[src/design/bpsd_pkg.sv]
// shared types and constants for the button press sequence decoder
// no dependencies
package bpsd_pkg;

    localparam int unsigned DEB_W   = 8;
    localparam int unsigned MS_W    = 16;
    localparam int unsigned TIME_W  = 32;
    localparam int unsigned CFG_IDX_W = 2;

    localparam logic [DEB_W-1:0] DEB_MAX = '1;

    localparam logic [DEB_W-1:0] RST_DEBOUNCE_POLLS = 8'd20;
    localparam logic [MS_W-1:0]  RST_LONG_PRESS_MS  = 16'd500;
    localparam logic [MS_W-1:0]  RST_IDLE_CLEAR_MS  = 16'd1000;

    localparam logic [CFG_IDX_W-1:0] CFG_DEBOUNCE_POLLS = 2'd0;
    localparam logic [CFG_IDX_W-1:0] CFG_LONG_PRESS_MS  = 2'd1;
    localparam logic [CFG_IDX_W-1:0] CFG_IDLE_CLEAR_MS  = 2'd2;

    typedef enum logic [1:0] {
        CODE_FREE  = 2'd0,
        CODE_SHORT = 2'd1,
        CODE_LONG  = 2'd2
    } t_code;

    typedef enum logic [1:0] {
        CMD_NONE = 2'd0,
        CMD_UP   = 2'd1,
        CMD_DOWN = 2'd2
    } t_cmd;

    typedef struct packed {
        logic [DEB_W-1:0] debounce_polls;
        logic [MS_W-1:0]  long_press_ms;
        logic [MS_W-1:0]  idle_clear_ms;
    } t_cfg;

endpackage

[src/design/bpsd_in_if.sv]
// poll item channel: key level and millisecond timestamp
// depends on bpsd_pkg
interface bpsd_in_if;
    logic                          valid;
    logic                          ready;
    logic                          key_level;
    logic [bpsd_pkg::TIME_W-1:0]   now_ms;

    modport source (output valid, key_level, now_ms, input ready);
    modport sink   (input valid, key_level, now_ms, output ready);
endinterface

[src/design/bpsd_out_if.sv]
// result item channel: command and led level
// no dependencies
interface bpsd_out_if;
    logic       valid;
    logic       ready;
    logic [1:0] command;
    logic       led_on;

    modport source (output valid, command, led_on, input ready);
    modport sink   (input valid, command, led_on, output ready);
endinterface

[src/design/bpsd_cfg_if.sv]
// configuration write channel: register index and write data
// depends on bpsd_pkg
interface bpsd_cfg_if;
    logic                           valid;
    logic                           ready;
    logic [bpsd_pkg::CFG_IDX_W-1:0] index;
    logic [bpsd_pkg::MS_W-1:0]      data;

    modport source (output valid, index, data, input ready);
    modport sink   (input valid, index, data, output ready);
endinterface

[src/design/button_press_sequence_decoder_unit.sv]
// top level of the button press sequence decoder: input register, core, result register
// depends on bpsd_pkg, the channel interfaces, bpsd_cfg and bpsd_core
//
// One poll item goes in and one result item comes out. A poll is held in the
// input register, the debounce, hold timing and press-list update run in
// combinational logic in the core, and the result is registered on the output
// when the input register holds a poll and the output register is empty or
// being taken. One poll per cycle is sustained as long as the output side takes
// results. No clearing pass is needed after reset; configuration is written
// through the separate write channel, and the user must write it only while no
// poll is in flight, as the block itself does not enforce this.
module button_press_sequence_decoder_unit (
    input  logic         i_clk,
    input  logic         i_rst_n,
    bpsd_in_if.sink      i_in,
    bpsd_out_if.source   o_out,
    bpsd_cfg_if.sink     i_cfg
);

    logic                          r_in_valid;
    logic                          r_key;
    logic [bpsd_pkg::TIME_W-1:0]   r_now;
    logic                          r_out_valid;
    logic [1:0]                    r_cmd;
    logic                          r_led;

    logic                          w_adv;
    bpsd_pkg::t_cfg                w_cfg;
    bpsd_pkg::t_cmd                w_cmd;
    logic                          w_led;

    bpsd_cfg u_cfg (
        .i_clk   (i_clk),
        .i_rst_n (i_rst_n),
        .i_cfg   (i_cfg),
        .o_cfg   (w_cfg)
    );

    assign w_adv      = r_in_valid && (!r_out_valid || o_out.ready);
    assign i_in.ready = !r_in_valid || w_adv;

    bpsd_core u_core (
        .i_clk       (i_clk),
        .i_rst_n     (i_rst_n),
        .i_step      (w_adv),
        .i_key_level (r_key),
        .i_now_ms    (r_now),
        .i_cfg       (w_cfg),
        .o_command   (w_cmd),
        .o_led_on    (w_led)
    );

    always_ff @(posedge i_clk) begin
        if (!i_rst_n) begin
            r_in_valid <= 1'b0;
        end else if (i_in.ready) begin
            r_in_valid <= i_in.valid;
        end
    end

    always_ff @(posedge i_clk) begin
        if (i_in.ready && i_in.valid) begin
            r_key <= i_in.key_level;
            r_now <= i_in.now_ms;
        end
    end

    always_ff @(posedge i_clk) begin
        if (!i_rst_n) begin
            r_out_valid <= 1'b0;
        end else if (w_adv) begin
            r_out_valid <= 1'b1;
        end else if (o_out.ready) begin
            r_out_valid <= 1'b0;
        end
    end

    always_ff @(posedge i_clk) begin
        if (w_adv) begin
            r_cmd <= w_cmd;
            r_led <= w_led;
        end
    end

    assign o_out.valid   = r_out_valid;
    assign o_out.command = r_cmd;
    assign o_out.led_on  = r_led;

    a_down_sets_led: assert property (@(posedge i_clk) disable iff (!i_rst_n)
        o_out.valid && o_out.command == bpsd_pkg::CMD_DOWN |-> o_out.led_on)
        else $error("down item without led set");

    a_up_clears_led: assert property (@(posedge i_clk) disable iff (!i_rst_n)
        o_out.valid && o_out.command == bpsd_pkg::CMD_UP |-> !o_out.led_on)
        else $error("up item with led still set");

    a_held_poll_kept: assert property (@(posedge i_clk) disable iff (!i_rst_n)
        r_in_valid && !w_adv |=> r_in_valid && $stable(r_now) && $stable(r_key))
        else $error("stalled poll item lost or changed");

    a_step_gives_result: assert property (@(posedge i_clk) disable iff (!i_rst_n)
        w_adv |=> r_out_valid)
        else $error("processed poll gave no result item");

endmodule

[src/design/bpsd_cfg.sv]
// configuration register file for the decoder
// depends on bpsd_pkg and bpsd_cfg_if
module bpsd_cfg (
    input  logic              i_clk,
    input  logic              i_rst_n,
    bpsd_cfg_if.sink          i_cfg,
    output bpsd_pkg::t_cfg    o_cfg
);

    bpsd_pkg::t_cfg r_cfg;

    assign i_cfg.ready = 1'b1;
    assign o_cfg       = r_cfg;

    always_ff @(posedge i_clk) begin
        if (!i_rst_n) begin
            r_cfg.debounce_polls <= bpsd_pkg::RST_DEBOUNCE_POLLS;
            r_cfg.long_press_ms  <= bpsd_pkg::RST_LONG_PRESS_MS;
            r_cfg.idle_clear_ms  <= bpsd_pkg::RST_IDLE_CLEAR_MS;
        end else if (i_cfg.valid) begin
            case (i_cfg.index)
                bpsd_pkg::CFG_DEBOUNCE_POLLS: begin
                    r_cfg.debounce_polls <= i_cfg.data[bpsd_pkg::DEB_W-1:0];
                end
                bpsd_pkg::CFG_LONG_PRESS_MS: begin
                    r_cfg.long_press_ms <= i_cfg.data;
                end
                bpsd_pkg::CFG_IDLE_CLEAR_MS: begin
                    r_cfg.idle_clear_ms <= i_cfg.data;
                end
                default: begin
                end
            endcase
        end
    end

endmodule

[src/design/bpsd_core.sv]
// per-poll state update: debounce, hold timing, press list and decode
// depends on bpsd_pkg
module bpsd_core (
    input  logic                           i_clk,
    input  logic                           i_rst_n,
    input  logic                           i_step,
    input  logic                           i_key_level,
    input  logic [bpsd_pkg::TIME_W-1:0]    i_now_ms,
    input  bpsd_pkg::t_cfg                 i_cfg,
    output bpsd_pkg::t_cmd                 o_command,
    output logic                           o_led_on
);

    logic [bpsd_pkg::TIME_W-1:0] r_press_start, n_press_start;
    logic [bpsd_pkg::TIME_W-1:0] r_release, n_release;
    logic [bpsd_pkg::TIME_W-1:0] r_idle, n_idle;
    logic [bpsd_pkg::DEB_W-1:0]  r_dcount, n_dcount;
    logic                        r_pressed, n_pressed;
    logic                        r_slot, n_slot;
    bpsd_pkg::t_code             r_codes [2];
    bpsd_pkg::t_code             n_codes [2];
    logic                        r_led, n_led;

    logic [bpsd_pkg::TIME_W-1:0] w_hold;
    logic                        w_counted;
    logic                        w_release;
    logic                        w_clear;
    bpsd_pkg::t_code             w_class;
    bpsd_pkg::t_cmd              w_cmd;

    always_comb begin
        w_hold = i_now_ms - r_press_start;
        if (w_hold == '0) begin
            w_class = bpsd_pkg::CODE_FREE;
        end else if (w_hold < {{(bpsd_pkg::TIME_W-bpsd_pkg::MS_W){1'b0}},
                               i_cfg.long_press_ms}) begin
            w_class = bpsd_pkg::CODE_SHORT;
        end else begin
            w_class = bpsd_pkg::CODE_LONG;
        end
    end

    always_comb begin
        n_press_start = r_press_start;
        n_release     = r_release;
        n_idle        = r_idle;
        n_pressed     = r_pressed;
        n_slot        = r_slot;
        n_codes       = r_codes;
        n_led         = r_led;
        w_cmd         = bpsd_pkg::CMD_NONE;

        if (!i_key_level) begin
            n_dcount      = '0;
            n_press_start = i_now_ms;
            n_idle        = i_now_ms - r_release;
        end else if (r_dcount == bpsd_pkg::DEB_MAX) begin
            n_dcount = r_dcount;
        end else begin
            n_dcount = r_dcount + 1'b1;
        end

        w_counted = i_key_level && (n_dcount > i_cfg.debounce_polls);
        w_release = !i_key_level && r_pressed;

        if (w_counted) begin
            n_idle          = '0;
            n_codes[r_slot] = w_class;
            n_pressed       = 1'b1;
        end else if (w_release) begin
            n_release        = i_now_ms;
            n_pressed        = 1'b0;
            n_idle           = '0;
            n_slot           = ~r_slot;
            n_codes[~r_slot] = bpsd_pkg::CODE_FREE;
        end

        w_clear = n_idle >= {{(bpsd_pkg::TIME_W-bpsd_pkg::MS_W){1'b0}},
                             i_cfg.idle_clear_ms};
        if (w_clear) begin
            n_codes[0] = bpsd_pkg::CODE_FREE;
            n_codes[1] = bpsd_pkg::CODE_FREE;
            n_slot     = 1'b0;
        end

        if (n_codes[0] == bpsd_pkg::CODE_LONG && n_codes[1] == bpsd_pkg::CODE_FREE) begin
            n_led = 1'b1;
            w_cmd = bpsd_pkg::CMD_DOWN;
        end else if (n_codes[0] == bpsd_pkg::CODE_SHORT
                     && n_codes[1] == bpsd_pkg::CODE_LONG) begin
            n_led = 1'b0;
            w_cmd = bpsd_pkg::CMD_UP;
        end

        if (w_cmd != bpsd_pkg::CMD_NONE && !i_key_level) begin
            n_codes[0] = bpsd_pkg::CODE_FREE;
            n_codes[1] = bpsd_pkg::CODE_FREE;
            n_slot     = 1'b0;
        end
    end

    assign o_command = w_cmd;
    assign o_led_on  = n_led;

    always_ff @(posedge i_clk) begin
        if (!i_rst_n) begin
            r_press_start <= '0;
            r_release     <= '0;
            r_idle        <= '0;
            r_dcount      <= '0;
            r_pressed     <= 1'b0;
            r_slot        <= 1'b0;
            r_codes[0]    <= bpsd_pkg::CODE_FREE;
            r_codes[1]    <= bpsd_pkg::CODE_FREE;
            r_led         <= 1'b0;
        end else if (i_step) begin
            r_press_start <= n_press_start;
            r_release     <= n_release;
            r_idle        <= n_idle;
            r_dcount      <= n_dcount;
            r_pressed     <= n_pressed;
            r_slot        <= n_slot;
            r_codes       <= n_codes;
            r_led         <= n_led;
        end
    end

endmodule
[src/flat_wrapper.sv]
// flat-port wrapper written by rule: the top's interface ports become plain ports
module button_press_sequence_decoder_unit_flat 
  (i_clk, i_rst_n, i_in_valid, i_in_key_level, i_in_now_ms, i_in_ready, o_out_valid, o_out_command, o_out_led_on, o_out_ready, i_cfg_valid, i_cfg_index, i_cfg_data, i_cfg_ready);
  bpsd_in_if i_in_i ();
  bpsd_out_if o_out_i ();
  bpsd_cfg_if i_cfg_i ();
  input  logic i_clk;
  input  logic i_rst_n;
  input wire logic [$bits(i_in_i.valid)-1:0] i_in_valid;
  input wire logic [$bits(i_in_i.key_level)-1:0] i_in_key_level;
  input wire logic [$bits(i_in_i.now_ms)-1:0] i_in_now_ms;
  output wire logic [$bits(i_in_i.ready)-1:0] i_in_ready;
  output wire logic [$bits(o_out_i.valid)-1:0] o_out_valid;
  output wire logic [$bits(o_out_i.command)-1:0] o_out_command;
  output wire logic [$bits(o_out_i.led_on)-1:0] o_out_led_on;
  input wire logic [$bits(o_out_i.ready)-1:0] o_out_ready;
  input wire logic [$bits(i_cfg_i.valid)-1:0] i_cfg_valid;
  input wire logic [$bits(i_cfg_i.index)-1:0] i_cfg_index;
  input wire logic [$bits(i_cfg_i.data)-1:0] i_cfg_data;
  output wire logic [$bits(i_cfg_i.ready)-1:0] i_cfg_ready;
  assign i_in_i.valid = i_in_valid;
  assign i_in_i.key_level = i_in_key_level;
  assign i_in_i.now_ms = i_in_now_ms;
  assign i_in_ready = i_in_i.ready;
  assign o_out_valid = o_out_i.valid;
  assign o_out_command = o_out_i.command;
  assign o_out_led_on = o_out_i.led_on;
  assign o_out_i.ready = o_out_ready;
  assign i_cfg_i.valid = i_cfg_valid;
  assign i_cfg_i.index = i_cfg_index;
  assign i_cfg_i.data = i_cfg_data;
  assign i_cfg_ready = i_cfg_i.ready;
  button_press_sequence_decoder_unit u_core (.i_clk(i_clk), .i_rst_n(i_rst_n), .i_in(i_in_i), .o_out(o_out_i), .i_cfg(i_cfg_i));
endmodule
[config.mk]
export PLATFORM = sky130hd
export DESIGN_NAME = button_press_sequence_decoder_unit_flat
export DESIGN_NICKNAME = d
export VERILOG_FILES = /design/src/design/bpsd_pkg.sv /design/src/design/bpsd_in_if.sv /design/src/design/bpsd_out_if.sv /design/src/design/bpsd_cfg_if.sv /design/src/design/button_press_sequence_decoder_unit.sv /design/src/design/bpsd_cfg.sv /design/src/design/bpsd_core.sv /design/src/flat_wrapper.sv
export SDC_FILE = /design/constraint.sdc
export NUM_CORES = 1
export LEC_CHECK = 0
export ABC_AREA = 1
export BUFFER_PORTS_ARGS = -buffer_cell sky130_fd_sc_hd__buf_2
export CAP_MARGIN = 20
export CORE_MARGIN = 1
export CORE_UTILIZATION = 33
export DETAILED_ROUTE_END_ITERATION = 8
export PLACE_DENSITY = 0.56
export SYNTH_ARGS = -nofsm -noshare
export SYNTH_HDL_FRONTEND = slang
export SYNTH_SLANG_ARGS = --single-unit
[constraint.sdc]
create_clock -name i_clk -period 4.5 [get_ports i_clk]
set_input_delay 1.125 -clock i_clk [delete_from_list [all_inputs] [get_ports i_clk]]
set_output_delay 1.125 -clock i_clk [all_outputs]
set_load 0.05 [all_outputs]
==> run_results.csv <==
group,metric,value,unit
route,drc,0,
placement,dp_hpwl,30.8,mm
logic_synthesis,syn-cell-area,0.0135,mm2
logic_synthesis,netlist_instances,2119,
route,routedWlPerCell,14.4,um
setup_path,path_class,"reg2reg",
logic_synthesis,ys_ff_latch,189,
setup_path,cpPeakStageDelay,340,ps
logic_synthesis,synth_cell_type_count,43,
logic_synthesis,yosys_most_used_dff,"dfxtp_1",
route,drt_iter0_drc,728,
final_layout,multiInputGateArea,0.00784,mm2
sta,totalNegativeSetupSlack,-60.4,ps
min_path,hold_class,"reg2reg",
sta,final_max_slew_viol_count,0,
die,dieHeight,204,um
clock_tree,tritoncts.num_buffers,17,
logic_synthesis,synth_top_family_by_area,"simple AND/OR/NAND/NOR gates",
setup_path,cp.arrival,4890,ps
setup_path,reg2regPathDepth,39,
die,die_w,204,um
route,dr.pass1.iters,8,
clock_tree,clk_transition_reported_paths,80,ps
placement,place_ws,-281,ps
sta,timing.final.crit_share,1.01,
min_path,hold_depth,2,
logic_synthesis,synth_xor_area_frac,0.0117,
final_layout,drive_gt1_frac,0.130,
logic_synthesis,yosys_warnings,0,
logic_synthesis,synthSimpleGateAreaFrac,0.304,
clock_tree,h-tree-depth,4,
die,coreArea,0.0400,mm2
status,outcome,"complete, but fails checks",
final_layout,fin_util,0.390,
route,drt-vias-per-instance,4.70,
die,rows,73,
final_layout,antenna_cells,0,
global_routing,grt_max_degree,89,
setup_path,crit_path_start,"u_core.u_core.r_dcount[1]",
placement,place.gp.congestion,0.920,
logic_synthesis,synth_fp_nets,2279,
route,num_vias,12900,
clock_tree,clk_latency,490,ps
sta,setup_violations,5,
clock_tree,cts_sinks,189,
clock_tree,cts_tree,"built",
logic_synthesis,yosys.area_share.adder,0.0977,
sta,timing.fmax,0.221,GHz
logic_synthesis,yosys-mux-area-fraction,0,
clock_tree,clk_path_buf_depth,2,
final_layout,mostFrequentLayoutCells,"594 x nand2_1, 379 x inv_1, 174 x nor2_1, 170 x a21oi_1, 148 x dfxtp_1",
logic_synthesis,ys_seq_area_frac,0.308,
route,wirelength,39.5,mm
final_layout,fillers,4287,
setup_path,cpMostUsedCell,"nand2_1",
power,p_total,4.74,mW
final_layout,final_common_cell,"nand2_1",
sta,finalCriticalPeriod,4520,ps
logic_synthesis,synth.avg_cell_area,6.36,um2
setup_path,crit_path_start_kind,"register",
route,ant_nets,0,
die,start_util,0.337,
sta,grt_setup_unrepaired,"true",
setup_path,r2r-start,"u_core.u_core.r_dcount[1]",
die,io_pins,62,
logic_synthesis,synth_compound_area_frac,0.148,
route,routed-wl-met2,17.3,mm
setup_path,end_kind,"register",
clock_tree,root_buffer,"clkbuf_16",
final_layout,seqCellArea,0.00415,mm2
sta,setup_ws,-24.2,ps
placement,io_buffers,60,
min_path,min_from,"u_core.u_core.r_release[15]",
route,met3_length,1.76,mm
die,die_area,0.0416,mm2
global_routing,grt.total_usage,0.196,
setup_path,worst_path_max_delay_cell,"dfxtp_2",
route,drt-met1-wl,19.6,mm
power,ir_worst_vdd,0.250,mV
power,power.density,303,mW/mm2
logic_synthesis,async_flop_share,0,
flow_run,drv_cap,0,
setup_path,worstPathRequired,4870,ps
sta,skew,13.5,ps
global_routing,grt_pass1_wl,63.2,mm
sta,worst_pin_slew,847,ps
route,maxUsedRoutingLayer,"met4",
final_layout,fin_nets,2362,
logic_synthesis,synth-edff-count,36,
setup_path,cp_max_fo,5,
global_routing,overflow,0,
sta,relSlewSlack,0.435,
status,violations,"negative setup slack",
final_layout,syn_to_final_growth,15.9,%
sta,hold_viol,0,
global_routing,first_global_vias,11900,
power,p_leak,7.79,nW
global_routing,antenna_found_initial,0,
per-stage QoR:
step	hold slack, ps	area, um2	instances
3_5_place_dp	454	14500	2687
5_1_grt	480	15600	2740
4_1_cts	465	15400	2732
2_1_floorplan	433	13500	2119
6_report	461	15600	2740
3_3_place_gp	448	14500	2686
logic make-up (layout without fill, tap and decap cells):
group,Yosys count,in the layout
buf+inv,462,558
fa+ha+maj,104,104
other cells,1,1
flops,189,189
xor+xnor,18,18
simple gates,978,978
compound gates,367,367
area by class of cell:
class	count	share of cell area
multi-input cells	1468	0.502
inverters	405	0.0978
flip-flops and latches	189	0.266
clock inverters	13	0.0105
well taps	525	0.0421
repair buffers	121	0.0514
clock buffers	19	0.0304
power by group:
group          switching [mW]  internal [mW]
clock network           0.774          0.906
logic                   0.770          0.425
registers              0.0524           1.81
flip-flops by register name (all words and copies together) (netlist names), 2 cells and up:
| signal | flops |
|---|---|
| u_core.o_out.command | 2 |
| u_core.u_core.r_dcount | 8 |
| u_core.u_core.r_codes | 4 |
| u_core.r_now | 32 |
| u_core.u_core.r_idle | 32 |
| u_core.u_core.r_release | 32 |
| u_core.u_cfg.o_cfg | 40 |
| u_core.u_core.r_press_start | 32 |
synth_stat cells (2+ instances only):
library cell | count | area share
a21oi_1 | 174 | 0.065
o21ai_0 | 129 | 0.048
a31oi_1 | 4 | 0.0019
nor2_2 | 17 | 0.0079
nand3_1 | 87 | 0.032
clkinv_1 | 5 | 0.0014
ha_1 | 102 | 0.095
o21ai_1 | 4 | 0.0015
o211ai_1 | 19 | 0.011
fa_1 | 2 | 0.0030
buf_2 | 4 | 0.0015
a21boi_0 | 2 | 0.0011
edfxtp_1 | 36 | 0.080
nand3b_1 | 6 | 0.0033
clkbuf_1 | 48 | 0.013
xor2_1 | 12 | 0.0078
inv_1 | 388 | 0.11
nor3_1 | 12 | 0.0045
inv_2 | 12 | 0.0033
xnor2_1 | 6 | 0.0039
nor2_4 | 3 | 0.0025
a211oi_1 | 17 | 0.0095
nand3_2 | 11 | 0.0082
dfxtp_1 | 153 | 0.23
o21bai_1 | 4 | 0.0022
buf_4 | 5 | 0.0028
nand4_1 | 21 | 0.0098
nor2_1 | 180 | 0.050
nand2_1 | 607 | 0.17
a21oi_2 | 10 | 0.0065
and2_1 | 5 | 0.0023
nand2_2 | 23 | 0.011
path summary, 6_finish.rpt:
check | to | slack (ps)
setup reg to reg | u_core.u_core.r_codes[3] | -20
hold reg to reg | u_core.u_core.r_release[15] | 460
hold / removal | u_core.u_core.r_release[15] | 460
setup / recovery | u_core.u_core.r_codes[3] | -20
routing by layer:
metal  vias up  track usage
met1      5751        0.272
met4         0       0.0712
met2       270        0.308
met3        38       0.0273
li1       6832            -
met5         -            0
repair_timing:
item,4_1_cts,5_1_grt
buffers inserted,13,8
hold buffers,0,0
endpoints found under the setup margin,9,9
pin swaps,26,35
cloned,0,0
gates resized for setup,21,45
worst max-delay path: cells and delay by family, from the launching register on:
kind	cells	cell delay (ps)
flip-flops	1	340
AND/OR/NAND/NOR	25	1890
adder cells (fa/ha/maj)	3	750
AO/OA/AOI/OAI	5	820
buffers and inverters	6	590
No activity file was read; power rests on OpenSTA's default activity.
